### config.mk
export PLATFORM = sky130hd
export DESIGN_NAME = avs_ram
export DESIGN_NICKNAME = d
export VERILOG_FILES = /design/src/avs_ram.sv
export SDC_FILE = /design/constraint.sdc
export NUM_CORES = 1
export LEC_CHECK = 0
export BUFFER_PORTS_ARGS = -buffer_cell sky130_fd_sc_hd__buf_2
export CAP_MARGIN = 10
export CELL_PAD_IN_SITES_DETAIL_PLACEMENT = 0
export CELL_PAD_IN_SITES_GLOBAL_PLACEMENT = 1
export CORE_MARGIN = 3
export CORE_UTILIZATION = 45
export CTS_CLUSTER_DIAMETER = 40
export DETAILED_ROUTE_END_ITERATION = 8
export PLACE_DENSITY_LB_ADDON = 0.1
export SLEW_MARGIN = 20
export SYNTH_ARGS = -nofsm -noshare
export SYNTH_HDL_FRONTEND = slang
export SYNTH_SLANG_ARGS = --single-unit
### constraint.sdc
create_clock -name clk -period 2.84 [get_ports clk]
set_input_delay 0.852 -clock clk [delete_from_list [all_inputs] [get_ports clk]]
set_output_delay 0.852 -clock clk [all_outputs]
set_load 0.01 [all_outputs]
### src/avs_ram.sv
`timescale 1ns / 1ps

module avs_ram #(
    parameter int WIDTH = 16,
    parameter int DEPTH = 8,
    localparam int AW = (DEPTH > 1) ? $clog2(DEPTH) : 1
) (
    input  logic             clk,
    input  logic             wr_en,
    input  logic [AW-1:0]    wr_addr,
    input  logic [WIDTH-1:0] wr_data,
    input  logic [AW-1:0]    rd_addr,
    output logic [WIDTH-1:0] rd_data
);

    logic [WIDTH-1:0] mem [DEPTH];
    logic [WIDTH-1:0] rd_data_reg;

    // One write port, one registered read port
    always_ff @(posedge clk)
    begin
        if (wr_en)
        begin
            mem[wr_addr] <= wr_data;
        end
        rd_data_reg <= mem[rd_addr];
    end

    assign rd_data = rd_data_reg;

endmodule

; After elaboration in Yosys (flattened, before gate mapping)
; Memories as Yosys holds them, arrays and structs flattened. A register that Yosys moved wholly into a read port is not among the register bits.
; Index checks and enable logic that the tools add are counted.
[totals]
regBits = 0
ramBits = 128
in_bits = 24
out_inout_bits = 16
wordCells = 3
n_memories = 1
[classes]
muxes = 2
[memory_table]
columns = memory, words, word_bits, read_ports, rd_ports_with_merged_regs, write_ports, line
row1 = mem, 8, 16, 1, 1, 1, 16  ; logic [WIDTH-1:0] mem [DEPTH];
[op_table]
columns = operator, n
row1 = 2-to-1 mux 1 bit, 2

; Longest topological paths before layout
[depth]
word_depth = 2
mapped_depth = 4
depth_no_buf = 2

; Worst setup path before layout
; OpenSTA, ideal clock, no wires.
[synth_timing]
path_kind = input to register
startpoint = in wr_addr[2]
endpoint = mem mem[0][0] (enable)
setup_ps = 409
arrival_ps = 2165
slack_ps = 265
stages = 2
n_path_buf = 0
path_cell_list = nand2b_1 nor3_1
[synth_rtl]
columns = element, line
row1 = "start, declared", 10  ; input logic [AW-1:0] wr_addr,
row2 = "end, declared", 16
; Straight into the memory's write port.

==> flow_summary.toml <==
[run_status]
status = "finished, final reports clean"

[synth]
avgSynthCellArea_um2 = 24.7
synth.cell_area_um2 = 5290
muxShareOfSynthArea_pct = 19.0
yosysTopAreaCell = "edfxtp_1"
ys_warn_count = 0
ys_types = 12
synthSimpleGateAreaFrac_pct = 1.11
synthAdderAreaFrac_pct = 0
synth_xor_area_share_pct = 0
synth_top_area_share_pct = 72.6
ys_top_cells_by_area = "edfxtp_1 (73%), mux4_1 (14%), dfxtp_1 (6.1%)"
yosysSeqAreaShare_pct = 78.7
synth_top_family_by_area = "multiplexers"
syn_nets = 238
syn_inst = 214
synth_seq_cells = 144
synth_compound_area_share_pct = 0

[detailed_routing]
vias = 2321
drc = 0
postRouteAntennaNets = 0
routed_wl_um = 9250
drt_first_pass_iters = 4
avgViaCountPerCell = 5.39
wl_per_cell_um = 21.5
drt_iter0_drc = 135

[final_layout]
syn_to_final_growth_pct = 19.6
post-route-util_pct = 56.7
final_nets = 302
largest_reg_flops = 128
drive_gt1_share_pct = 36.8
num_antenna_cells = 0
postLayoutCellArea_um2 = 6330

[sta]
hold_viol_final = 0
period_needed_ns = 1.79
drv_slew = 0
fin_ws_ns = 1.05
rsz0062_at_grt = "false"
finalSetupViolations = 0
fin_crit_sh_pct = 62.9
timing.setup.tns_ns = 0
final.setup_skew_ns = 0.00858
worst_pin_slew_ns = 0.531
slew_headroom_pct = 64.6
max_freq_ghz = 0.559

[power_and_ir_drop]
ir_worst_vdd_uv = 566
powerDensity_nw_per_um2 = 766
leakage_nw = 2.22

[worst_setup_path]
reg2reg_depth = 2
arrival_ns = 2.09
crit_path_max_fanout = 32
worstReg2RegEnd = "rd_data[8]"
end_kind = "flip-flop"
setup.worst_path.start = "rd_addr[0]"
r2r_setup_slack_ns = 1.57
crit_type = "in2reg"
crit_required_ns = 3.14
r2r-start = "mem[3][8]"
critPathLaunchType = "input port"

[placed_design]
io_buffers = 39
place_hpwl_um = 5070
dpl_cell_area_um2 = 5730
gp_congestion = 0.659
dp_slack_ns = 0.616

[clocking]
worst_skew_pair.late_latency_ns = 0.41
htree_num_levels = 4
cts.hold.buffers_added = 0
cts_made_buffers = 17
clockBufferDepth = 2
clock_sinks = 144
root_buffer = "clkbuf_16"
post_cts_buffers = 0
cts.repair.resized = 0
clk_pin_slew_ns = 0.06
cts_tree = "done"

[die]
dieArea_um2 = 13100
die_w_um = 114
start_util_pct = 47.4
fp-row-count = 38
die_y_um = 114
core_area_um2 = 11200
io_pins = 40

[grt]
grt_pass1_vias = 2462
grt-ovfl-total = 0
antenna_found_initial = 0
grt_pass1_wl_um = 14200
grt.total_usage_pct = 15.3
grt_max_degree = 33

[flow_run]
maxCapViolCount = 0

[hold_path]
whs_path_depth = 2
hold_class = "reg2reg"
holdPathEnd = "rd_data[2]"
min-delay-start = "mem[0][2]"
==> area by class of cell <==
type / count / area [um^2]
flip-flops and latches: 144 / 4160
well taps: 140 / 175
repair buffers: 54 / 320
multi-input cells: 61 / 1070
clock buffers: 18 / 429
clock inverters: 14 / 168
fillers: 823 / 4840
==> worst max path at each step <==
stage	endpoint	cells past startpoint	slack [ns]
floorplan	mem[0][0]	2	0.27
global placement	rd_data[8]	4	0.62
detailed placement	rd_data[8]	4	0.62
CTS	rd_data[8]	4	1.05
global route	rd_data[8]	4	1.03
finish	rd_data[8]	4	1.05
==> kinds of logic (layout without fill, tap and decap cells) <==
logic type	after synthesis	count (layout)
buffers and inverters	9	86
muxes	48	48
and+or+nand+nor	13	13
DFF	144	144
==> critical path: stages <==
cell and delay, ns:
buf_2 0.10, buf_12 0.25, mux4_1 0.60, mux2_2 0.27
==> layout by cell type (no fill, tap or decap), types with 3 or more instances in the layout <==
cell	count
edfxtp_1	128
buf_2	39
mux4_1	28
clkbuf_16	17
mux2_2	16
dfxtp_1	16
buf_4	14
nor2_1	6
clkinvlp_4	6
mux4_2	4
nand2b_1	3
clkinv_2	3
bufinv_16	3
==> power by group <==
group	total [mW]	switching [mW]	internal, mW
Combinational	0.229	0.118	0.111
Clock	2.21	0.835	1.38
Sequential	2.41	0.0174	2.39
Total	4.85	0.971	3.88
==> routing by layer <==
| metal | global-route usage (%) | wire length, um | part of all wire [%] |
|---|---|---|---|
| met1 | 19.5 | 4110 | 44 |
| met2 | 25.0 | 4660 | 50 |
| met3 | 4.97 | 417 | 4.5 |
| met4 | 5.46 | 57 | 0.62 |
| met5 | 0 | 0 | 0 |
==> stage by stage <==
| stage | power [mW] | hold WS, ns | cells |
|---|---|---|---|
| 3_5_place_dp | 2.69 | 0.655 | 399 |
| 4_1_cts | 4.91 | 0.668 | 431 |
| 3_3_place_gp | 2.68 | 0.649 | 399 |
| 2_1_floorplan | 2.59 | 0.641 | 214 |
| 6_report | 4.85 | 0.667 | 431 |
| 5_1_grt | 5.02 | 0.693 | 431 |
==> cell usage after synthesis <==
master	number
buf_1	4
buf_6	4
clkbuf_2	1
dfxtp_1	16
edfxtp_1	128
mux2_2	16
mux4_1	28
mux4_2	4
nand2_1	2
nand2b_1	3
nor2_1	6
nor3_1	2
No activity file was read; power rests on OpenSTA's default activity.
