--- src/avs_pkg.sv ---
`timescale 1ns / 1ps

package avs_pkg;

    // Default sizing
    localparam int NUM_HARMONICS_DEF = 8;
    localparam int SINE_DEPTH_DEF    = 1024;

    // Field and datapath widths
    localparam int CFG_W     = 24;
    localparam int CFG_IDX_W = 3;
    localparam int PHASE_W   = 24;
    localparam int LEN_W     = 24;
    localparam int STEP_W    = 23;
    localparam int LEVEL_W   = 16;
    localparam int GAIN_W    = 16;
    localparam int SAMPLE_W  = 16;
    localparam int TBL_W     = 16;
    localparam int FACTOR_W  = 32;
    localparam int ACC_W     = 37;
    localparam int ENV_W     = 17;
    localparam int NUMER_W   = 40;
    localparam int QUOT_W    = 16;
    localparam int HIDX_W    = 3;

    // Command codes
    localparam logic CMD_TICK = 1'b0;
    localparam logic CMD_LOAD = 1'b1;

    // Register map
    typedef enum logic [CFG_IDX_W-1:0] {
        REG_TOTAL_LENGTH,
        REG_ATTACK_LENGTH,
        REG_DECAY_LENGTH,
        REG_RELEASE_LENGTH,
        REG_SUSTAIN_LEVEL,
        REG_FUNDAMENTAL_STEP,
        REG_VIBRATO_STEP,
        REG_VIBRATO_DEPTH
    } cfg_reg_t;

    // Odd sine polynomial in Q30, lowest order first
    localparam logic [31:0] POLY_COEF [7] = '{
        32'd1686629713, 32'd693598668, 32'd85569306, 32'd5026995,
        32'd172272, 32'd3864, 32'd61
    };

    // Voice sequencer states
    typedef enum logic [3:0] {
        ST_FILL,
        ST_IDLE,
        ST_VIB,
        ST_H_RD,
        ST_H_TAB,
        ST_H_ACC,
        ST_ENV_WAIT,
        ST_SCALE,
        ST_SAT,
        ST_EMIT
    } voice_state_t;

    // Table builder states
    typedef enum logic [3:0] {
        TI_SQ,
        TI_U,
        TI_MUL,
        TI_SUB,
        TI_TP,
        TI_TPS,
        TI_SC,
        TI_WR,
        TI_DONE
    } tinit_state_t;

    // Envelope segment in force
    typedef enum logic [1:0] {
        ENV_ATTACK,
        ENV_DECAY,
        ENV_RELEASE,
        ENV_SUSTAIN
    } env_sel_t;

    // Divider request and status
    typedef struct packed {
        logic               start;
        logic [NUMER_W-1:0] numer;
        logic [LEN_W-1:0]   denom;
    } div_req_t;

    typedef struct packed {
        logic              busy;
        logic [QUOT_W-1:0] quot;
    } div_rsp_t;

endpackage

--- src/avs_tbl_init.sv ---
`timescale 1ns / 1ps

module avs_tbl_init #(
    parameter int DEPTH = avs_pkg::SINE_DEPTH_DEF,
    localparam int AW = $clog2(DEPTH + 1)
) (
    input  logic                      clk,
    input  logic                      rst_n,
    output logic                      wr_en,
    output logic [AW-1:0]             wr_addr,
    output logic [avs_pkg::TBL_W-1:0] wr_data,
    output logic                      done
);

    import avs_pkg::*;

    localparam int TQ = (2 ** 30) / DEPTH;
    localparam int TR = (2 ** 30) % DEPTH;

    tinit_state_t state_reg, state_next;
    logic [AW-1:0] idx_reg;
    logic [30:0]   t_reg;
    logic [AW-1:0] frac_reg;
    logic [2:0]    k_reg;
    logic [63:0]   prod_reg;
    logic [30:0]   u_reg;
    logic [31:0]   p_reg;
    logic [31:0]   mul_a;
    logic [31:0]   mul_b;
    logic [63:0]   mul_p;
    logic [AW:0]   frac_sum;
    logic          frac_wrap;
    logic [63:0]   rounded;

    // Shared 32x32 multiplier
    always_comb
    begin
        case (state_reg)
            TI_SQ:   begin mul_a = {1'b0, t_reg}; mul_b = {1'b0, t_reg}; end
            TI_MUL:  begin mul_a = {1'b0, u_reg}; mul_b = p_reg;         end
            TI_TP:   begin mul_a = {1'b0, t_reg}; mul_b = p_reg;         end
            TI_SC:   begin mul_a = p_reg;         mul_b = 32'd32767;     end
            default: begin mul_a = '0;            mul_b = '0;            end
        endcase
    end

    assign mul_p     = 64'(mul_a) * 64'(mul_b);
    assign frac_sum  = {1'b0, frac_reg} + (AW+1)'(TR);
    assign frac_wrap = (frac_sum >= (AW+1)'(DEPTH));
    assign rounded   = prod_reg + 64'(2 ** 29);

    // Next state
    always_comb
    begin
        state_next = state_reg;
        case (state_reg)
            TI_SQ:   state_next = TI_U;
            TI_U:    state_next = TI_MUL;
            TI_MUL:  state_next = TI_SUB;
            TI_SUB:  state_next = (k_reg == 3'd0) ? TI_TP : TI_MUL;
            TI_TP:   state_next = TI_TPS;
            TI_TPS:  state_next = TI_SC;
            TI_SC:   state_next = TI_WR;
            TI_WR:   state_next = (idx_reg == AW'(DEPTH)) ? TI_DONE : TI_SQ;
            TI_DONE: state_next = TI_DONE;
            default: state_next = TI_DONE;
        endcase
    end

    // Outputs
    always_comb
    begin
        wr_en   = (state_reg == TI_WR);
        wr_addr = idx_reg;
        wr_data = rounded[30+TBL_W-1:30];
        done    = (state_reg == TI_DONE);
    end

    // Entry walk: t = floor(i * 2^30 / D) kept incrementally
    always_ff @(posedge clk or negedge rst_n)
    begin
        if (!rst_n)
        begin
            state_reg <= TI_SQ;
            idx_reg   <= '0;
            t_reg     <= '0;
            frac_reg  <= '0;
            k_reg     <= '0;
        end
        else
        begin
            state_reg <= state_next;
            if (state_reg == TI_U)
            begin
                k_reg <= 3'd5;
            end
            else if (state_reg == TI_SUB)
            begin
                k_reg <= k_reg - 3'd1;
            end
            if (state_reg == TI_WR && idx_reg != AW'(DEPTH))
            begin
                idx_reg  <= idx_reg + AW'(1);
                t_reg    <= t_reg + 31'(TQ) + {30'd0, frac_wrap};
                frac_reg <= frac_wrap ? AW'(frac_sum - (AW+1)'(DEPTH)) : frac_sum[AW-1:0];
            end
        end
    end

    // Polynomial datapath
    always_ff @(posedge clk)
    begin
        case (state_reg)
            TI_SQ, TI_MUL, TI_TP, TI_SC: prod_reg <= mul_p;
            TI_U:
            begin
                u_reg <= prod_reg[60:30];
                p_reg <= POLY_COEF[6];
            end
            TI_SUB:  p_reg <= POLY_COEF[k_reg] - prod_reg[61:30];
            TI_TPS:  p_reg <= prod_reg[61:30];
            default: ;
        endcase
    end

endmodule

--- config.mk ---
export PLATFORM = sky130hd
export DESIGN_NAME = avs_tbl_init
export DESIGN_NICKNAME = d
export VERILOG_FILES = /design/src/avs_pkg.sv /design/src/avs_tbl_init.sv
export SDC_FILE = /design/constraint.sdc
export NUM_CORES = 2
export LEC_CHECK = 0
export BUFFER_PORTS_ARGS = -buffer_cell sky130_fd_sc_hd__buf_2
export CAP_MARGIN = 40
export CORE_UTILIZATION = 34
export DETAILED_ROUTE_END_ITERATION = 16
export HOLD_SLACK_MARGIN = 0.05
export PLACE_DENSITY_LB_ADDON = 0.08
export REMOVE_ABC_BUFFERS = 1
export SETUP_SLACK_MARGIN = 0.02
export SYNTH_ARGS = -nofsm -noshare
export SYNTH_HDL_FRONTEND = slang
export SYNTH_SLANG_ARGS = --single-unit
--- constraint.sdc ---
create_clock -name clk -period 11 [get_ports clk]
set_input_delay 0.55 -clock clk [delete_from_list [all_inputs] [get_ports clk]]
set_output_delay 0.55 -clock clk [all_outputs]
set_load 0.1 [all_outputs]
After elaboration in Yosys (flattened, before gate mapping)
Memory sizes are Yosys's and may differ from the RTL's.
Index checks and enable logic that the tools add are counted.

word-level totals
  flip-flop bits (word level) = 185
  memory bits (read-only) = 256
  memories = 1

operators by class
  add/sub/neg operators = 7
  $mul = 1
  $lt $le $gt $ge = 2
  equal/unequal tests = 10
  muxes and demuxes = 10
  bitwise logic cells = 1
  reductions and logical operators = 9

memory list
  memory            words  bits a word  rd ports  clocked after Yosys merged registers in  wr ports  line                 RTL
  (name not given)  8      32           1         0                                        0         avs_tbl_init.sv:120  TI_SUB: p_reg <= POLY_COEF[k_reg] - prod_reg[61:30];

operators with widths
  operator                                        number
  one-hot mux 32 bit (3 select lines)             3
  two-way mux 32 bit                              2
  multiplier 32 x 32 -> 62 bit                    1
  adder 46 x 30 -> 46 bit, second input constant  1
  one-hot mux 4 bit (8 select lines)              1
  subtractor 32 bit                               1
  adder 31 x 1 -> 31 bit                          1
  adder 31 x 21 -> 31 bit, second input constant  1
  == test 4 x 3 -> 1 bit, second input constant   4
  adder 11 x 1 -> 11 bit, second input constant   1
  == test 11 bit, second input constant           1
  >= comparator 11 bit, second input constant     1
  inequality test 11 bit, second input constant   1
  subtractor 11 bit, second input constant        1
  two-way mux 3 bit                               3
  == test 4 x 2 -> 1 bit, second input constant   2
  == test 4 x 1 -> 1 bit, second input constant   1
  == test 4 bit, second input constant            1
  >= comparator 4 bit, second input constant      1
  zero test 4 bit                                 1
  two-way mux 4 bit                               1
  NOT 3 -> 4 bit                                  1
  OR reduction 2 bit                              2
  OR reduction 4 bit                              1
  other kinds (6)                                 6

Logic depth before layout (Yosys ltp)
  depth after elaboration = 6
  gate-level depth with buffers = 38

Worst setup path before layout
OpenSTA, ideal clock, no wires.

  path type = register to register
  start = register state_reg[1]
  end = register prod_reg[60] (data pin)
  library setup time = 274 ps
  data arrival time = 8721 ps
  setup slack = 2005 ps
  cell stages (with the launch flop) = 35
  path buffers = 6
  period minus slack after synthesis = 8995 ps
  path through = dfrtp_1 -> buf_2 -> buf_1 -> nor3_1 -> clkbuf_1 -> clkbuf_1 -> a221oi_1 -> clkbuf_1 -> nor2_1 -> fa_1 -> inv_1 -> fa_1 -> fa_1 -> fa_1 -> inv_1 -> fa_1 -> inv_1 -> fa_1 -> inv_1 -> fa_1 -> inv_1 -> fa_1 -> inv_1 -> ha_1 -> a21oi_1 -> o211ai_1 -> a2111oi_0 -> nor2_1 -> o2bb2ai_1 -> o21ai_1 -> o21ai_2 -> a311o_1 -> buf_6 -> a2111oi_2 -> a311oi_2

on the way
  word-level cells in the longest chain between the ends = 4
  elaborated cells on any way between the ends = 9
  classes of those cells = mul (1); eq/ne (3); mux (2); reduce/logical (3)

ends and longest elaborated chain
  what                                                  line                 RTL
  from (decl)                                           avs_tbl_init.sv:20   tinit_state_t state_reg, state_next;
  from (signal assigned)                                avs_tbl_init.sv:92   state_reg <= state_next;
  == test 4 x 3 -> 1 bit, or another cell as far along  avs_tbl_init.sv:38   case (state_reg)
  OR reduction 2 bit (no line)                          n/a
  one-hot mux 32 bit (3 select lines)                   avs_tbl_init.sv:38
  multiplier 32 x 32 -> 62 bit (*)                      avs_tbl_init.sv:47   assign mul_p = 64'(mul_a) * 64'(mul_b);
  net mul_p[60]                                         avs_tbl_init.sv:30   logic [63:0] mul_p;
  to (signal assigned)                                  avs_tbl_init.sv:114  TI_SQ, TI_MUL, TI_TP, TI_SC: prod_reg <= mul_p;
  to (decl)                                             avs_tbl_init.sv:25   logic [63:0] prod_reg;

Mark *: on every way through the listed nets, which the timed path passes. The rest lies on a longest branch.
A chain may end at the register's enable or synchronous reset.

Worst setup path in the final report
  start = register state_reg[0]
  end = register prod_reg[60] (data pin)

The elaborated chain is that of the path after synthesis.

==> metrics.md <==
| Metric | Value |
|---|---|
| Outcome | finished, final reports clean |
| H-tree depth | 4 |
| Grt total ovfl | 0 |
| DR iter-0 viols | 2365 |
| Rows | 124 |
| Post-synth EDFFs | 96 |
| CTS-repair resized insts | 0 |
| Leakage | 20.3 nW |
| Die X | 343 um |
| Crit. End Element | flip-flop |
| Slowest CP cell | a211oi_1 |
| Max reg flops | 33 |
| Met1 WL | 68.6 mm |
| P_int | 1.37 mW |
| CTS buffer count | 17 |
| Met2 WL | 67.7 mm |
| Syn-to-layout area delta | 8.97% |
| Clock Skew | 0.0146 ns |
| Share of the synthesized area in the top cell type | 45.3% |
| CP max FO | 39 |
| WP data arrival | 10.76 ns |
| Antenna viol nets, final | 0 |
| Synth top cells by count | 923 x inv_1, 895 x fa_1, 641 x nor2_1 |
| Port bufs | 30 |
| Vias in the first global route | 31500 |
| Via total after detailed routing | 30200 |
| I/O pin cnt | 31 |
| Min Tclk post-route | 10.61 ns |
| Synth area leader | fa_1 |
| Die height | 343 um |
| Bufs and invs on worst path | 5 |
| Largest net degree at the start of global routing | 63 |
| Clk buf depth | 2 |
| Synth Register Bits | 146 |
| Overall Global Routing Usage | 26.0% |
| CTS sink cnt | 146 |
| Worst slew pin tran | 1.03 ns |
| Hold Crit Class | in -> async |
| Starting Density | 34.4% |
| Fin worst setup slack | 0.392 ns |
| Unique masters post-synth | 71 |
| Syn_area_per_cell | 8.96 um2 |
| Req. time, crit path | 11.15 ns |
| Asr flop ratio synth | 34.2% |
| Drt first pass iters | 7 |
| Via density | 5.09 |
| Sw frac | 42.9% |
| CTS tree | yes |
| Clock slew at reported path FFs | 0.07 ns |
| Tcrit/Tclk final | 96.4% |
| Cell area after placement | 0.0424 mm2 |
| Post-Syn Instances | 4412 |
| Gpl congestion | 0.944 |
| Warnings from Yosys | 0 |
| Synth Flop Type | edfxtp_1 |
| Number of remaining DRC errors | 0 |
| Final setup vio count | 0 |
| Gate power share | 39.9% |
| Met3 routed wirelength | 7.84 mm |
| Crit path kind | reg -> reg |
| Layout cells sized above 1 | 6.36% |
| Netlist Area Pre-Place | 0.0395 mm2 |
| Design area | 0.0431 mm2 |
| Final HPWL DP | 125 mm |
| Drt wl/cell | 25.1 um |
| Initial antenna violation count | 4 |
| Register area share after synthesis | 10.5% |
| Pwr dens | 55.5 mW/mm2 |
| Clock latency on the worst-skew pair | 0.43 ns |
| Pre-CTS WS | 0.355 ns |
| Cell mode on critical path | fa_1 |
| Critical path's largest stage delay | 0.58 ns |
| Core area | 0.115 mm2 |
| Uppermost layer routed | met5 |
| # fillers | 12000 |
| Clock power frac | 25.7% |
| Slew Limit Fails | 0 |
| Crit path max-delay family | adder cells |
| CP Launch Type | flip-flop |
| Worst VDD drop | 0.236 mV |
| Top-count cell post-synth | inv_1 |
| WL final | 149 mm |
| FMAX | 94.3 MHz |
| Die ar. | 0.118 mm2 |
| Max_slew headroom | 31.5% |
| Max Cap Viol | 0 |
| Root Driver | clkbuf_16 |
| Ranking of synthesized cells by area | fa_1 45%, ha_1 9.0%, inv_1 8.8% |
| RSZ-0062 raised after global routing | no |
| Sw Pwr | 1.03 mW |
| First-pass GRT wire length | 221 mm |
| Power share of the sequential group | 34.4% |
| Nets | 5590 |
| Hold violation total from the final report | 0 |
metrics by stage:
stage,TNS (ns),utilization (%),instances,hold WS (ns),total power [mW]
CTS,0,37.5,5926,0.253,2.41
detailed placement,0,36.9,5894,0.483,1.79
global route,0,37.5,5933,0.289,2.52
finish,0,37.5,5935,0.242,2.39
floorplan,-85.70,-,4190,0.254,1.53
global placement,0,36.8,5879,0.480,1.79
cells by family (layout without fill, tap and decap cells):
family / count (synthesis) / count (layout) / share of synthesized area (%)
AO/OA/AOI/OAI: 396 / 397 / 6.99
XOR/XNOR: 116 / 116 / 2.57
adder cells (fa/ha/maj): 1180 / 1180 / 54.3
buffers and inverters: 1158 / 1152 / 11.0
flip-flops: 146 / 146 / 10.5
multiplexers: 4 / 4 / 0.104
other: 2 / 17 / 0.0190
AND/OR/NAND/NOR: 1410 / 1411 / 14.5
area by class of cell:
type                            instances  area [um2]  area share [%]
Antenna cell                            2        5.00          0.0116
Clock buffer                           17         425           0.987
Clock inverter                         15         194           0.450
Inverter                              923        3460            8.04
Multi-Input combinational cell       3123       31400            72.9
Sequential cell                       146        4130            9.59
Tap cell                             1512        1890            4.39
Timing Repair Buffer                  197        1570            3.65
placed cells by master, fill, tap and decap left out, types with 39 or more instances in the layout:
master	n
inv_1	923
fa_1	895
nor2_1	636
nand2_1	578
ha_1	285
buf_4	151
edfxtp_1	96
xnor2_1	85
a21oi_1	85
o21ai_0	62
a21o_1	51
dfrtp_1	50
a22oi_1	39
path summary, 6_finish.rpt:
kind / start / endpoint / slack (ns) / cells after the start
hold / removal: rst_n / wr_addr[6] / 0.24 / 2
max in group asynchronous: rst_n / t_reg[16] / 10.27 / 2
setup reg to reg: state_reg[0] / prod_reg[60] / 0.39 / 27
hold reg to reg: prod_reg[44] / u_reg[14] / 0.49 / 0
setup / recovery: state_reg[0] / prod_reg[60] / 0.39 / 27
min in group clk: prod_reg[44] / u_reg[14] / 0.49 / 0
what timing repair did:
action                                  in CTS  in global routing
hold buffers                                 0                  0
endpoints found under the setup margin       0                  4
setup buffers                                0                  4
metal layers:
layer / GRT usage [%] / up-vias
li1: - / 13300
met1: 37.7 / 15800
met2: 41.2 / 931
met3: 2.54 / 159
met4: 7.60 / 4
met5: 0 / -
power by group through the flow:
stage,clock network (mW),registers [mW],logic (mW)
6_report,0.616,0.824,0.954
5_1_grt,0.653,0.833,1.04
4_1_cts,0.630,0.826,0.956
3_5_place_dp,0,0.837,0.952
3_3_place_gp,0,0.834,0.952
2_1_floorplan,0,0.766,0.768
No activity file was read; power rests on OpenSTA's default activity.
