File: config.mk
export PLATFORM = sky130hd
export DESIGN_NAME = avs_div
export DESIGN_NICKNAME = d
export VERILOG_FILES = /design/src/avs_pkg.sv /design/src/avs_div.sv
export SDC_FILE = /design/constraint.sdc
export NUM_CORES = 1
export LEC_CHECK = 0
export BUFFER_PORTS_ARGS = -buffer_cell sky130_fd_sc_hd__buf_2
export CAP_MARGIN = 20
export CORE_ASPECT_RATIO = 0.6
export CORE_MARGIN = 10
export CORE_UTILIZATION = 63
export CTS_BUF_LIST = sky130_fd_sc_hd__clkbuf_4
export CTS_CLUSTER_SIZE = 25
export DETAILED_ROUTE_END_ITERATION = 8
export GPL_TIMING_DRIVEN = 0
export HOLD_SLACK_MARGIN = 0.12
export PLACE_DENSITY = 0.88
export SLEW_MARGIN = 20
export SYNTH_ARGS = -nofsm -noshare
export SYNTH_HDL_FRONTEND = slang
export SYNTH_SLANG_ARGS = --single-unit
File: constraint.sdc
create_clock -name clk -period 6.88 [get_ports clk]
set_clock_uncertainty 0.1 [all_clocks]
set_input_delay 1.032 -clock clk [delete_from_list [all_inputs] [get_ports clk]]
set_output_delay 1.032 -clock clk [all_outputs]
set_load 0.1 [all_outputs]
File: src/avs_pkg.sv
`timescale 1ns / 1ps

package avs_pkg;

    // Default sizing
    localparam int NUM_HARMONICS_DEF = 8;
    localparam int SINE_DEPTH_DEF    = 1024;

    // Field and datapath widths
    localparam int CFG_W     = 24;
    localparam int CFG_IDX_W = 3;
    localparam int PHASE_W   = 24;
    localparam int LEN_W     = 24;
    localparam int STEP_W    = 23;
    localparam int LEVEL_W   = 16;
    localparam int GAIN_W    = 16;
    localparam int SAMPLE_W  = 16;
    localparam int TBL_W     = 16;
    localparam int FACTOR_W  = 32;
    localparam int ACC_W     = 37;
    localparam int ENV_W     = 17;
    localparam int NUMER_W   = 40;
    localparam int QUOT_W    = 16;
    localparam int HIDX_W    = 3;

    // Command codes
    localparam logic CMD_TICK = 1'b0;
    localparam logic CMD_LOAD = 1'b1;

    // Register map
    typedef enum logic [CFG_IDX_W-1:0] {
        REG_TOTAL_LENGTH,
        REG_ATTACK_LENGTH,
        REG_DECAY_LENGTH,
        REG_RELEASE_LENGTH,
        REG_SUSTAIN_LEVEL,
        REG_FUNDAMENTAL_STEP,
        REG_VIBRATO_STEP,
        REG_VIBRATO_DEPTH
    } cfg_reg_t;

    // Odd sine polynomial in Q30, lowest order first
    localparam logic [31:0] POLY_COEF [7] = '{
        32'd1686629713, 32'd693598668, 32'd85569306, 32'd5026995,
        32'd172272, 32'd3864, 32'd61
    };

    // Voice sequencer states
    typedef enum logic [3:0] {
        ST_FILL,
        ST_IDLE,
        ST_VIB,
        ST_H_RD,
        ST_H_TAB,
        ST_H_ACC,
        ST_ENV_WAIT,
        ST_SCALE,
        ST_SAT,
        ST_EMIT
    } voice_state_t;

    // Table builder states
    typedef enum logic [3:0] {
        TI_SQ,
        TI_U,
        TI_MUL,
        TI_SUB,
        TI_TP,
        TI_TPS,
        TI_SC,
        TI_WR,
        TI_DONE
    } tinit_state_t;

    // Envelope segment in force
    typedef enum logic [1:0] {
        ENV_ATTACK,
        ENV_DECAY,
        ENV_RELEASE,
        ENV_SUSTAIN
    } env_sel_t;

    // Divider request and status
    typedef struct packed {
        logic               start;
        logic [NUMER_W-1:0] numer;
        logic [LEN_W-1:0]   denom;
    } div_req_t;

    typedef struct packed {
        logic              busy;
        logic [QUOT_W-1:0] quot;
    } div_rsp_t;

endpackage

File: src/avs_div.sv
`timescale 1ns / 1ps

module avs_div (
    input  logic              clk,
    input  logic              rst_n,
    input  avs_pkg::div_req_t req,
    output avs_pkg::div_rsp_t rsp
);

    import avs_pkg::*;

    logic              busy_reg;
    logic [4:0]        cnt_reg;
    logic [LEN_W-1:0]  rem_reg;
    logic [QUOT_W-1:0] low_reg;
    logic [QUOT_W-1:0] quot_reg;
    logic [LEN_W-1:0]  den_reg;
    logic [LEN_W:0]    trial;
    logic [LEN_W:0]    diff;
    logic              ge;

    // One quotient bit per cycle; quotient is known to fit 16 bits
    assign trial = {rem_reg, low_reg[QUOT_W-1]};
    assign diff  = trial - {1'b0, den_reg};
    assign ge    = (trial >= {1'b0, den_reg});

    always_ff @(posedge clk or negedge rst_n)
    begin
        if (!rst_n)
        begin
            busy_reg <= 1'b0;
            cnt_reg  <= '0;
        end
        else if (req.start)
        begin
            busy_reg <= 1'b1;
            cnt_reg  <= 5'(QUOT_W);
        end
        else if (busy_reg)
        begin
            cnt_reg <= cnt_reg - 5'd1;
            if (cnt_reg == 5'd1)
            begin
                busy_reg <= 1'b0;
            end
        end
    end

    always_ff @(posedge clk)
    begin
        if (req.start)
        begin
            rem_reg  <= req.numer[NUMER_W-1:QUOT_W];
            low_reg  <= req.numer[QUOT_W-1:0];
            den_reg  <= req.denom;
            quot_reg <= '0;
        end
        else if (busy_reg)
        begin
            rem_reg  <= ge ? diff[LEN_W-1:0] : trial[LEN_W-1:0];
            low_reg  <= {low_reg[QUOT_W-2:0], 1'b0};
            quot_reg <= {quot_reg[QUOT_W-2:0], ge};
        end
    end

    assign rsp.busy = busy_reg;
    assign rsp.quot = quot_reg;

endmodule

; ---- After elaboration in Yosys (flattened, before gate mapping)
; Cells that the tools add are included.
; Widths: inputs -> output; s select.
[op_classes]
n_eq_ne = 1
n_reduce_logical = 1
n_lt_le_gt_ge = 1
n_addsub = 2
n_mux = 10
[ops]
columns = op, count
row1 = $mux 24, 3
row2 = $mux 16, 2
row3 = $ge 25x24->1, 1
row4 = $sub 24x24->24, 1
row5 = $mux 5, 2
row6 = $eq 5x1->1 const B, 1
row7 = $sub 5x1->5 const B, 1
row8 = $mux 1, 3
row9 = $reduce_bool 2->1, 1
[word_totals]
elab_cells = 21
output_inout_bits = 17
regBits = 86
inputBits = 67

; ---- Logic depth before layout (Yosys ltp)
; Gate-level depths: netlist of run 1.
[logic_depth]
word_depth = 4
ltp_mapped = 13
ltp_nobuf = 12

; ---- Least setup slack after synthesis of run 1
; OpenSTA, ideal clock, no wires.
[synth_timing]
path_kind = flip-flop to flip-flop
from = reg low_reg[15]
to = reg rem_reg[20], data pin
period_less_slack_ps = 2896
stages_incl_launch_ff = 13
n_path_buf = 0
t_required_ps = 6519
arrival_ps = 2536
setup_ps = 261
path_slack_ps = 3984
cell_sequence = edfxtp_1 -> inv_1 -> ha_1 -> inv_1 -> fa_1 -> a21o_1 -> nand4_1 -> nand3b_1 -> a221o_1 -> a221oi_2 -> xor2_1 -> nor3_1 -> a221o_1
[synth_between]
elab_chain_len = 4
elab_cells_between_ends = 5
classes_between = add/sub: 1 / order compare: 1 / mux: 3
[synth_rtl]
columns = element, line
row1 = start: declaration, avs_div.sv:15  ; logic [QUOT_W-1:0] low_reg;
row2 = start signal: assignment, avs_div.sv:54  ; low_reg <= req.numer[QUOT_W-1:0];
row3 = start signal: assignment, avs_div.sv:61  ; low_reg <= {low_reg[QUOT_W-2:0], 1'b0};
row4 = $sub 24x24->24 / $ge 25x24->1 (equally long branches), "avs_div.sv:24, avs_div.sv:25"
row5 = $mux 24 *, avs_div.sv:60  ; rem_reg <= ge ? diff[LEN_W-1:0] : trial[LEN_W-1:0];
row6 = $mux 24 *, avs_div.sv:58  ; else if (busy_reg)
row7 = $mux 24 *, avs_div.sv:51  ; if (req.start)
row8 = end signal: assignment, avs_div.sv:53  ; rem_reg <= req.numer[NUMER_W-1:QUOT_W];
row9 = end signal: assignment, avs_div.sv:60
row10 = end: declaration, avs_div.sv:14  ; logic [LEN_W-1:0] rem_reg;
; Every way passes the cells marked *; elsewhere a longest branch is shown, timed or not. The select of a mux whose other input is x is not followed.
; A chain may end at the register's enable or synchronous reset.

; ---- Worst setup path after layout of run 1
[layout_timing]
from = reg low_reg[15]
to = reg rem_reg[22], data pin
; The elaborated chain is that of the path after synthesis.

==> implementation parameters, run 1 <==
Parameter                              Value

CTS
  Setup Buffers After CTS ... 0
  Total clock sinks ... 86
  Root cell of the clock tree ... sky130_fd_sc_hd__clkbuf_4
  Clk Latency, worst-skew pair ... 0.46 ns
  H-Tree Level Count ... 3
  Clock-pin slew reported for the worst setup and hold paths after clock tree synthesis ... 0.14 ns
  Buffer levels on the longest clock path ... 2
  Clock buffers created by TritonCTS ... 9
  CTS tree ... done
  Post-CTS Hold Buffers ... 0
  Resized Gates After CTS ... 0

Power and ir drop
  Worst IR Drop VDD ... 213 uV
  Power Density ... 388 nW/um^2
  Post-route total power ... 2.14 mW
  Reported leakage power ... 2.52 nW

Timing
  Pin slew with the least headroom to its limit ... 1.01 ns
  Setup repair after global routing missed its margin ... false
  Final count of negative-setup-slack endpoints ... 0
  Final-report max-slew violation count ... 0
  Fin crit period ... 3.41 ns
  Maximum achievable frequency ... 293 MHz
  Setup total negative slack ... 0 ns
  Share of the clock period used by the worst path ... 49.6%
  Worst slew margin relative to its limit ... 32.6%
  Hold Vio Cnt, Final ... 0

Worst setup path
  Worst EP arrival ... 3.54 ns
  Register-to-register setup slack ... 3.47 ns
  Kind of end point of the critical path ... flip-flop
  Data required time at the worst endpoint ... 7.01 ns
  Crit path launch type ... flip-flop
  Crit path max fanout ... 6
  Critical path class ... flip-flop to flip-flop

Logic synthesis
  Xor-xnor portion of the synthesized cell area ... 4.53%
  Ys async rst share ... 6.98%
  Cell with the most instances after synthesis ... sky130_fd_sc_hd__edfxtp_1
  Post-Syn Nets ... 528
  Synth Warn # ... 0
  Number of synthesized flops with an enable pin ... 64
  Seq/Total Area, Yosys ... 49.5%
  Share of cell area taken by muxes after synthesis ... 8.31%
  Share of synthesized cell area in and, or, nand and nor gates ... 12.7%
  Flop and latch count out of synthesis ... 86
  Post-synthesis compound-gate area fraction ... 13.0%
  Post-Syn Area per Cell ... 11.1 sq um
  Combinational family with the most area after synthesis ... compound AO/OA/AOI/OAI gates
  Commonest cells in the netlist ... sky130_fd_sc_hd__edfxtp_1 (64), sky130_fd_sc_hd__nand2_1 (32), sky130_fd_sc_hd__inv_1 (31)
  Synth area leader ... sky130_fd_sc_hd__edfxtp_1
  Top flip-flop cell by instance count after synthesis ... sky130_fd_sc_hd__edfxtp_1
  Post-synthesis adder-cell area fraction ... 7.15%
  Total standard cell area after synthesis ... 4830 sq um
  Count of different cell masters after synthesis ... 53
  Area contributors post-synth ... sky130_fd_sc_hd__edfxtp_1 (40%), sky130_fd_sc_hd__ha_1 (6.7%), sky130_fd_sc_hd__dfxtp_1 (6.6%), sky130_fd_sc_hd__mux2i_1 (4.4%), sky130_fd_sc_hd__mux2_2 (4.0%)
  Top-area cell type share of the netlist area ... 39.8%
  Synthesized instance count ... 434

Floorplanning
  Height of the die ... 87.8 um
  Floorplan row count ... 24
  Number of primary I/O pins ... 84
  Width of the die ... 133 um
  Starting Density ... 65.7%
  Core ar. ... 7360 sq um
  Die area ... 11700 sq um

Place
  Quantity of I/O buffers inserted on ports ... 83
  Placed wire-length estimate after detailed placement ... 8.65 mm
  Routability congestion estimate from global placement ... 0.911

Drt
  Routed Antenna Nets ... 0
  Routed via count divided by cell count ... 5.87
  Number of DRC violations after detailed-routing iteration 0 ... 421
  Vias post-DR ... 3742
  Post-Route WL ... 11.5 mm
  DRC violations left ... 0
  Average detailed-routed wire length per instance ... 18.1 um
  First drt pass iteration count ... 5

Status
  Outcome ... complete, no violations

Final layout
  Net count, final ... 622
  Fill cells ... 544
  Diode count ... 0
  Footprint of the flip-flops and latches ... 2390 sq um
  Multi-input logic area ... 2210 sq um
  Share of post-route cells with drive strength above 1 ... 25.1%
  Area added between synthesis and finish ... 14.1%

Global routing
  Initial antenna violation count ... 0
  Vias in the first global route ... 3755
  Tot GR Track Use ... 20.3%
  First-pass GRT wire length ... 19.1 mm
  Maximum number of pins on one net before global-route repair ... 41
  Overflow left after global routing ... 0

Min path
  Worst Hold Class ... input port to asynchronous set/reset pin

Job
  MaxCap Viol Count ... 0
==> per-layer routing <==
layer	share of wire, %	wire length (um)	vias to the layer above	global-route usage (%)
met2	46	5270	158	32.2
met1	45	5230	1775	26.7
li1	-	-	1795	-
met4	1.1	127	0	5.27
met3	8.0	927	14	6.34
met5	0	0	-	0
==> power by group <==
group | internal, mW | switching [mW]
logic | 0.450 | 0.622
registers | 0.703 | 0.0686
clock network | 0.115 | 0.181
total | 1.27 | 0.871
==> cell usage in the layout (no fill, tap or decap), drive strengths merged, types with 17 or more instances in the layout <==
master  netlist  routed
clkbuf       13      23
edfxtp       64      64
nand2        32      32
ha           26      26
mux2         17      17
inv          31      34
mux2i        21      21
nor2         30      30
buf          10      93
==> per-stage QoR <==
stage          worst slack, ns  util (%)  std cells  cell area (sq um)  hold WS [ns]
2_1_floorplan             3.98         -        434               4830         0.385
3_3_place_gp              3.03      73.1        621               5380         0.371
3_5_place_dp              3.02      73.1        621               5380         0.404
4_1_cts                   3.50      74.9        637               5510         0.252
5_1_grt                   3.33      74.9        637               5510         0.225
6_report                  3.47      74.9        637               5510         0.262
==> final timing paths <==
kind                                    from      endpoint  cells after the start
worst max-delay path             low_reg[15]   rem_reg[22]                     12
worst min-delay path                   rst_n    cnt_reg[4]                      1
worst max register to register   low_reg[15]   rem_reg[22]                     12
worst min register to register  quot_reg[15]  quot_reg[15]                      2
max in group asynchronous              rst_n    cnt_reg[3]                      1
min in group clk                quot_reg[15]  quot_reg[15]                      2
==> critical path, cell delays in order (launching register included) <==
cell and delay [ns]:
sky130_fd_sc_hd__edfxtp_1 0.38, sky130_fd_sc_hd__inv_1 0.09, sky130_fd_sc_hd__ha_1 0.17, sky130_fd_sc_hd__inv_1 0.05, sky130_fd_sc_hd__fa_1 0.40, sky130_fd_sc_hd__a21o_1 0.19
sky130_fd_sc_hd__nand4_1 0.12, sky130_fd_sc_hd__nand3b_1 0.16, sky130_fd_sc_hd__a221o_1 0.53, sky130_fd_sc_hd__a211oi_1 0.44, sky130_fd_sc_hd__xor2_1 0.20, sky130_fd_sc_hd__nor3_1 0.07
sky130_fd_sc_hd__a221o_1 0.27
==> area by class of cell <==
cell class	count	area share, %
plain buffers	23	2.11
clock buffers	10	1.36
repair buffers	83	7.54
well taps	104	2.36
flip-flops and latches	86	43.4
inverters	31	2.11
clock inverters	6	1.09
multi-input cells	294	40.0
==> logic make-up (layout without fill, tap and decap cells) <==
kind of cell,count (synthesis),after routing
muxes,38,38
xor gates and xnor gates,25,25
DFF,86,86
buffers and inverters,54,153
and+or+nand+nor,120,120
adders and majority gates,27,27
AOI/OAI and AO/OA,84,84
(Power assumes the default switching activity.)
==> run 2, diff against run 1 <==
- CORE_UTILIZATION: 63 -> 58
- PLACE_DENSITY: 0.88 -> 0.82
- clock period: 6.88 -> 3.5 ns (I/O delays scaled with it)
==> run 2 against run 1 <==
Sequential share of layout area shrank 1.6 points. Global-route usage fell by 1.1 points. Fmax rose by 3.8%. Power increased by 100%. Design area increased by 3.7%. Core utilization is 3.2 points lower. Critical endpoint unchanged. Largest cell class unchanged.
==> implementation parameters, run 2 (synthesis gave the netlist of run 1 again) <==
Parameter                              Value

Drt
  Routed Antenna Nets ... 0 (unchanged)
  First drt pass iteration count ... 5 (unchanged)
  DRC violations left ... 0 (unchanged)
  Vias post-DR ... 3788 (+1.2%)
  Average detailed-routed wire length per instance ... 18.2 um (+0.22%)
  Number of DRC violations after detailed-routing iteration 0 ... 391 (-7.1%)
  Routed via count divided by cell count ... 5.76 (-2.0%)
  Post-Route WL ... 12.0 mm (+3.5%)

CTS
  Setup Buffers After CTS ... 0 (unchanged)
  CTS tree ... done
  Resized Gates After CTS ... 0 (unchanged)
  Total clock sinks ... 86 (unchanged)
  Clk Latency, worst-skew pair ... 0.46 ns (about the same)
  Clock-pin slew reported for the worst setup and hold paths after clock tree synthesis ... 0.15 ns (about the same)
  Clock buffers created by TritonCTS ... 9 (unchanged)
  Root cell of the clock tree ... sky130_fd_sc_hd__clkbuf_4
  Buffer levels on the longest clock path ... 2 (unchanged)
  H-Tree Level Count ... 3 (unchanged)

Worst setup path
  Crit path launch type ... flip-flop
  Critical path class ... flip-flop to flip-flop
  Data required time at the worst endpoint ... 3.63 ns (-3.38 ns)
  Kind of end point of the critical path ... flip-flop
  Crit path max fanout ... 6 (unchanged)
  Worst EP arrival ... 3.42 ns (-0.12 ns)
  Logic depth of the worst register-to-register path ... 12 (unchanged)
  Register-to-register setup slack ... 0.21 ns (-3.25 ns)

Final layout
  Fill cells ... 623 (+15%)
  Most common cell after layout, fill and taps aside ... sky130_fd_sc_hd__buf_2
  Share of post-route cells with drive strength above 1 ... 24.5% (-0.60 points)
  Area added between synthesis and finish ... 18.4%
  Net count, final ... 639 (+2.7%)
  Top library cells by usage in the layout, fill and taps aside ... sky130_fd_sc_hd__buf_2 (85), sky130_fd_sc_hd__edfxtp_1 (64), sky130_fd_sc_hd__nand2_1 (32)
  Diode count ... 0 (unchanged)
  Final std cell area, no fill ... 5720 sq um (+3.7%)

Timing
  Worst slew margin relative to its limit ... 31.2% (-1.4 points)
  Share of the clock period used by the worst path ... 93.9% (+44 points)
  Maximum achievable frequency ... 304 MHz (+3.8%)
  Fin crit period ... 3.29 ns (-0.125 ns)
  Pin slew with the least headroom to its limit ... 1.03 ns (+0.0210 ns)
  Setup total negative slack ... 0 ns (unchanged)
  Final-report max-slew violation count ... 0 (unchanged)
  Final count of negative-setup-slack endpoints ... 0 (unchanged)
  Hold Vio Cnt, Final ... 0 (unchanged)
  Setup repair after global routing missed its margin ... false

Power and ir drop
  Clock Power Share ... 15.2% (+1.4 points)
  Internal power of the cells ... 2.59 mW (+100%)
  Switching power as a share of total power ... 40.0% (-0.69 points)
  Reported net switching power ... 1.73 mW (+98%)
  Part of the total power dissipated in combinational logic ... 49.6% (-0.5 points)
  Reported leakage power ... 2.60 nW (+3.3%)
  Part of the total power dissipated in sequential elements ... 35.2% (-0.9 points)
  Power Density ... 755 nW/um^2 (+95%)
  Worst IR Drop VDD ... 443 uV (+110%)

Global routing
  First-pass GRT wire length ... 19.4 mm (+1.7%)
  Overflow left after global routing ... 0 (unchanged)
  Initial antenna violation count ... 0 (unchanged)
  Vias in the first global route ... 3897 (+3.8%)
  Tot GR Track Use ... 19.3% (-1.1 points)
  Maximum number of pins on one net before global-route repair ... 41 (unchanged)

Place
  Dpl cell area ... 5380 sq um (about the same)
  Placed wire-length estimate after detailed placement ... 8.71 mm (+0.71%)
  Routability congestion estimate from global placement ... 0.992 (+9.0%)
  Quantity of I/O buffers inserted on ports ... 83 (unchanged)

Min path
  Worst Hold Class ... input port to flip-flop
  WHS Path Cells ... 1

Floorplanning
  Number of primary I/O pins ... 84 (unchanged)
  Floorplan row count ... 25 (+4.2%)
  Height of the die ... 90.7 um (+3.3%)
  Starting Density ... 60.6% (-5.1 points)
  Core ar. ... 7980 sq um (+8.4%)
  Die area ... 12500 sq um (+7.0%)
  Width of the die ... 138 um (+3.6%)

Job
  MaxCap Viol Count ... 0 (unchanged)

Status
  Outcome ... complete, no violations
==> run 2: changes by cell type in the layout (fill, tap and decap cells not counted), sizes merged <==
| cell | delta |
|---|---|
| dlygate4sd3 | +17 |
| inv | -2 |
| bufinv | +1 |
| clkbuf | +1 |
==> run 2: metal layers <==
metal  track usage, %  part of all wire [%]  routed length (um)  up-vias
met4             3.46                   1.0                 123        0
met5                0                     0                   0        -
met1             25.8                    45                5430     1823
met2             30.0                    46                5550      129
met3             6.11                   7.1                 851       22
li1                 -                     -                   -     1814
==> run 2: path summary, 6_finish.rpt <==
| path | from | to |
|---|---|---|
| max | low_reg[15] | rem_reg[22] |
| min | req[16] | den_reg[16] |
| max reg2reg | low_reg[15] | rem_reg[22] |
| min reg2reg | quot_reg[15] | quot_reg[15] |
| max in group asynchronous | rst_n | cnt_reg[1] |
| min in group asynchronous | rst_n | cnt_reg[4] |
==> run 2: area by class of cell <==
cell class | instances | area, sq um | area share [%]
Timing Repair Buffer | 100 | 586 | 10.2
Sequential cell | 86 | 2390 | 41.8
Buffer | 23 | 116 | 2.04
Multi-Input combinational cell | 294 | 2210 | 38.6
Clock inverter | 5 | 83.8 | 1.47
Clock buffer | 11 | 82.6 | 1.44
Tap cell | 108 | 135 | 2.36
Inverter | 31 | 116 | 2.04
==> run 2: timing repair <==
action / CTS / global route
hold endpoints to repair: 17 / 5
hold buffers: 12 / 5
endpoints found under the setup margin: 0 / 0
==> run 2: per-stage QoR <==
stage / hold slack [ns] / worst slack, ns / instances / total power, mW / utilization [%]
finish: 0.145 / 0.213 / 658 / 4.32 / 71.7
global route: 0.123 / 0.0232 / 658 / 4.61 / 71.7
CTS: 0.121 / 0.240 / 653 / 4.28 / 71.1
detailed placement: 0.256 / 0.109 / 625 / 3.61 / 67.5
global placement: 0.252 / 0.144 / 625 / 3.51 / 67.5
floorplan: 0.129 / 0.604 / 434 / 3.13 / -
==> run 2: critical path: stages, from the launching register on <==
cell,delay [ns]
sky130_fd_sc_hd__edfxtp_1,0.40
sky130_fd_sc_hd__inv_1,0.09
sky130_fd_sc_hd__ha_1,0.17
sky130_fd_sc_hd__inv_1,0.05
sky130_fd_sc_hd__fa_1,0.39
sky130_fd_sc_hd__a21o_1,0.19
sky130_fd_sc_hd__nand4_1,0.12
sky130_fd_sc_hd__nand3b_1,0.15
sky130_fd_sc_hd__a221o_1,0.53
sky130_fd_sc_hd__a211oi_1,0.35
sky130_fd_sc_hd__xor2_1,0.18
sky130_fd_sc_hd__nor3_1,0.07
sky130_fd_sc_hd__a221o_1,0.28
==> run 2: power groups by stage <==
stage	clock [mW]	combinational (mW)	sequential, mW
CTS	0.667	2.10	1.52
global placement	0	1.99	1.52
finish	0.655	2.14	1.52
floorplan	0	1.56	1.57
detailed placement	0	2.07	1.54
global route	0.709	2.35	1.55
==> run 3, diff against run 2 <==
- REMOVE_ABC_BUFFERS: default -> 1
==> run 3 against run 2 <==
Fmax fell by 0.53%. Critical path depth fell by 3. Sequential share of layout area rose by 0.068 points. Global-route usage fell by 1.3 points. Count of clock-buffer cells in the layout fell by 2. Design area fell by 0.11%. Register-to-register slack got worse by 0.02 ns. Routed wire length fell by 7.2%. Combinational power barely moved. Largest power group unchanged. Highest routed layer unchanged.
==> implementation parameters, run 3 (synthesis gave the netlist of run 1 again) <==
Parameter                              Value

Status
  Outcome ... complete, no violations

Floorplanning
  Width of the die ... 138 um (unchanged)
  Height of the die ... 90.7 um (unchanged)
  Core ar. ... 7980 sq um (unchanged)
  Die area ... 12500 sq um (unchanged)
  Number of primary I/O pins ... 84 (unchanged)
  Floorplan row count ... 25 (unchanged)
  Starting Density ... 60.6% (unchanged)

Global routing
  Vias in the first global route ... 3662 (-6.0%)
  Overflow left after global routing ... 0 (unchanged)
  Initial antenna violation count ... 0 (unchanged)
  Tot GR Track Use ... 18.0% (-1.3 points)
  Maximum number of pins on one net before global-route repair ... 76 (+85%)
  First-pass GRT wire length ... 18.1 mm (-6.4%)

CTS
  Setup Buffers After CTS ... 0 (unchanged)
  Clock buffers created by TritonCTS ... 9 (unchanged)
  Root cell of the clock tree ... sky130_fd_sc_hd__clkbuf_4
  Clk Latency, worst-skew pair ... 0.47 ns (about the same)
  H-Tree Level Count ... 3 (unchanged)
  Buffer levels on the longest clock path ... 2 (unchanged)
  CTS tree ... done
  Clock-pin slew reported for the worst setup and hold paths after clock tree synthesis ... 0.16 ns (about the same)
  Total clock sinks ... 86 (unchanged)

Timing
  Setup slack after layout ... 0.195 ns (-0.0176 ns)
  Share of the clock period used by the worst path ... 94.4% (+0.50 points)
  Setup repair after global routing missed its margin ... false
  Fin crit period ... 3.31 ns (+0.0176 ns)
  Maximum achievable frequency ... 303 MHz (-0.53%)
  Worst slew margin relative to its limit ... 30.0% (-1.2 points)
  Hold Vio Cnt, Final ... 0 (unchanged)
  Final count of negative-setup-slack endpoints ... 0 (unchanged)
  Pin slew with the least headroom to its limit ... 1.05 ns (+0.0187 ns)
  Setup total negative slack ... 0 ns (unchanged)
  Final-report max-slew violation count ... 0 (unchanged)

Final layout
  Fill cells ... 618 (-0.80%)
  Most common cell after layout, fill and taps aside ... sky130_fd_sc_hd__buf_2
  Final cell utilization of the core ... 71.6% (-0.079 points)
  Multi-input logic area ... 2250 sq um (+2.0%)
  Diode count ... 0 (unchanged)
  Area added between synthesis and finish ... 18.2%
  Top library cells by usage in the layout, fill and taps aside ... sky130_fd_sc_hd__buf_2 (82), sky130_fd_sc_hd__edfxtp_1 (64), sky130_fd_sc_hd__nand2_1 (32)
  Net count, final ... 626 (-2.0%)
  Final standard cell count with taps included and fillers excluded ... 645 (-2.0%)
  Footprint of the flip-flops and latches ... 2390 sq um (about the same)
  Share of post-route cells with drive strength above 1 ... 24.8% (+0.22 points)

Worst setup path
  Register-to-register setup slack ... 0.19 ns (-0.02 ns)
  Critical path class ... flip-flop to flip-flop
  Crit path max fanout ... 11 (+5)
  Endpoint of the lowest-slack register-to-register path ... rem_reg[21]
  Buffers and inverters on the worst path ... 0 (-2)
  WP depth ... 9 (-3)
  Stage delay of the slowest cell on the critical path ... 0.54 ns (about the same)
  Data required time at the worst endpoint ... 3.64 ns (about the same)
  Kind of end point of the critical path ... flip-flop
  Crit path launch type ... flip-flop
  Slowest cell on crit path ... sky130_fd_sc_hd__a31oi_4
  Crit-path cells ... ha_1, o21ai_1, a21oi_1, or4_4, nand4_2, o211ai_2, a31oi_4, nor2_1, a221o_1
  Worst EP arrival ... 3.45 ns (+0.03 ns)
  Family with the most delay on the worst path ... compound AO/OA/AOI/OAI gates
  Logic depth of the worst register-to-register path ... 9 (-3)
  Startpoint of the most critical register-to-register path ... rem_reg[1]

Place
  Setup slack after placement ... -0.170 ns (-0.278 ns)
  Cell count after placement ... 603 (-3.5%)
  Placed wire-length estimate after detailed placement ... 7.45 mm (-15%)
  Routability congestion estimate from global placement ... 0.869 (-12%)
  Quantity of I/O buffers inserted on ports ... 83 (unchanged)

Min path
  Terminating pin of the worst hold path ... den_reg[2]
  Worst Hold Class ... input port to flip-flop
  Hold Path Origin ... req[2]
  WHS Path Cells ... 1 (unchanged)

Power and ir drop
  Post-route total power ... 4.19 mW (-2.9%)
  Worst IR Drop VDD ... 541 uV (+22%)
  Reported leakage power ... 2.58 nW (-0.82%)
  Power Density ... 734 nW/um^2 (-2.8%)

Drt
  DRC violations left ... 0 (unchanged)
  Post-Route WL ... 11.1 mm (-7.2%)
  Routed via count divided by cell count ... 5.61 (-2.5%)
  Average detailed-routed wire length per instance ... 17.2 um (-5.4%)
  First drt pass iteration count ... 5 (unchanged)
  Vias post-DR ... 3621 (-4.4%)
  Routed Antenna Nets ... 0 (unchanged)
  Number of DRC violations after detailed-routing iteration 0 ... 275 (-30%)

Job
  MaxCap Viol Count ... 0 (unchanged)
## run 3: changes by cell type in the layout (fill, tap and decap cells not counted), moves of 3 or more
cell                            before  now
sky130_fd_sc_hd__clkbuf_1           12    0
sky130_fd_sc_hd__dlygate4sd3_1      17   24
sky130_fd_sc_hd__buf_1               3    0
sky130_fd_sc_hd__buf_4               3    0
sky130_fd_sc_hd__buf_2              85   82
## run 3: per-layer routing
metal	wire [um]	up-vias	track usage [%]
li1	-	1805	-
met4	122	0	3.98
met1	5250	1681	24.1
met3	825	14	5.83
met5	0	-	0
met2	4890	121	27.5
## run 3: report_power, final
group          total [mW]  switching (mW)  internal [mW]
logic                2.12            1.24          0.872
clock network       0.556           0.394          0.163
registers            1.52           0.139           1.38
## run 3: worst reg2reg max path, stage by stage, from the launching register on
cell and delay (ns):
sky130_fd_sc_hd__edfxtp_1 0.45, sky130_fd_sc_hd__ha_1 0.39, sky130_fd_sc_hd__o21ai_1 0.16, sky130_fd_sc_hd__a21oi_1 0.09
sky130_fd_sc_hd__or4_4 0.47, sky130_fd_sc_hd__nand4_2 0.16, sky130_fd_sc_hd__o211ai_2 0.21, sky130_fd_sc_hd__a31oi_4 0.54
sky130_fd_sc_hd__nor2_1 0.20, sky130_fd_sc_hd__a221o_1 0.33
## run 3: metrics by stage
step           hold slack, ns  cell area, sq um
4_1_cts                 0.123              5640
3_5_place_dp            0.262              5300
2_1_floorplan           0.129              4710
6_report                0.144              5710
3_3_place_gp            0.256              5270
5_1_grt                 0.123              5710
## run 3: repair_timing
item / CTS / global route
cloned: 1 / 1
hold buffers: 20 / 4
resized for setup: 0 / 2
pin swaps: 1 / 0
hold endpoints to repair: 25 / 4
setup endpoints to repair: 10 / 3
## run 3: layout make-up
cell class / count / share of cell area, %
sequential: 86 / 41.9
multi-input combinational: 296 / 39.4
timing repair buffer: 108 / 12.1
tap: 108 / 2.37
inverter: 31 / 2.04
clock buffer: 9 / 1.18
clock inverter: 7 / 1.03
## run 3: worst max path at each step
| stage | startpoint | end | slack, ns |
|---|---|---|---|
| 2_1_floorplan | rem_reg[5] | rem_reg[0] | 0.40 |
| 3_3_place_gp | rem_reg[5] | rem_reg[9] | -0.17 |
| 3_5_place_dp | rem_reg[5] | rem_reg[21] | -0.17 |
| 4_1_cts | low_reg[15] | rem_reg[22] | 0.12 |
| 5_1_grt | low_reg[15] | rem_reg[14] | 0.04 |
| 6_report | rem_reg[1] | rem_reg[21] | 0.19 |
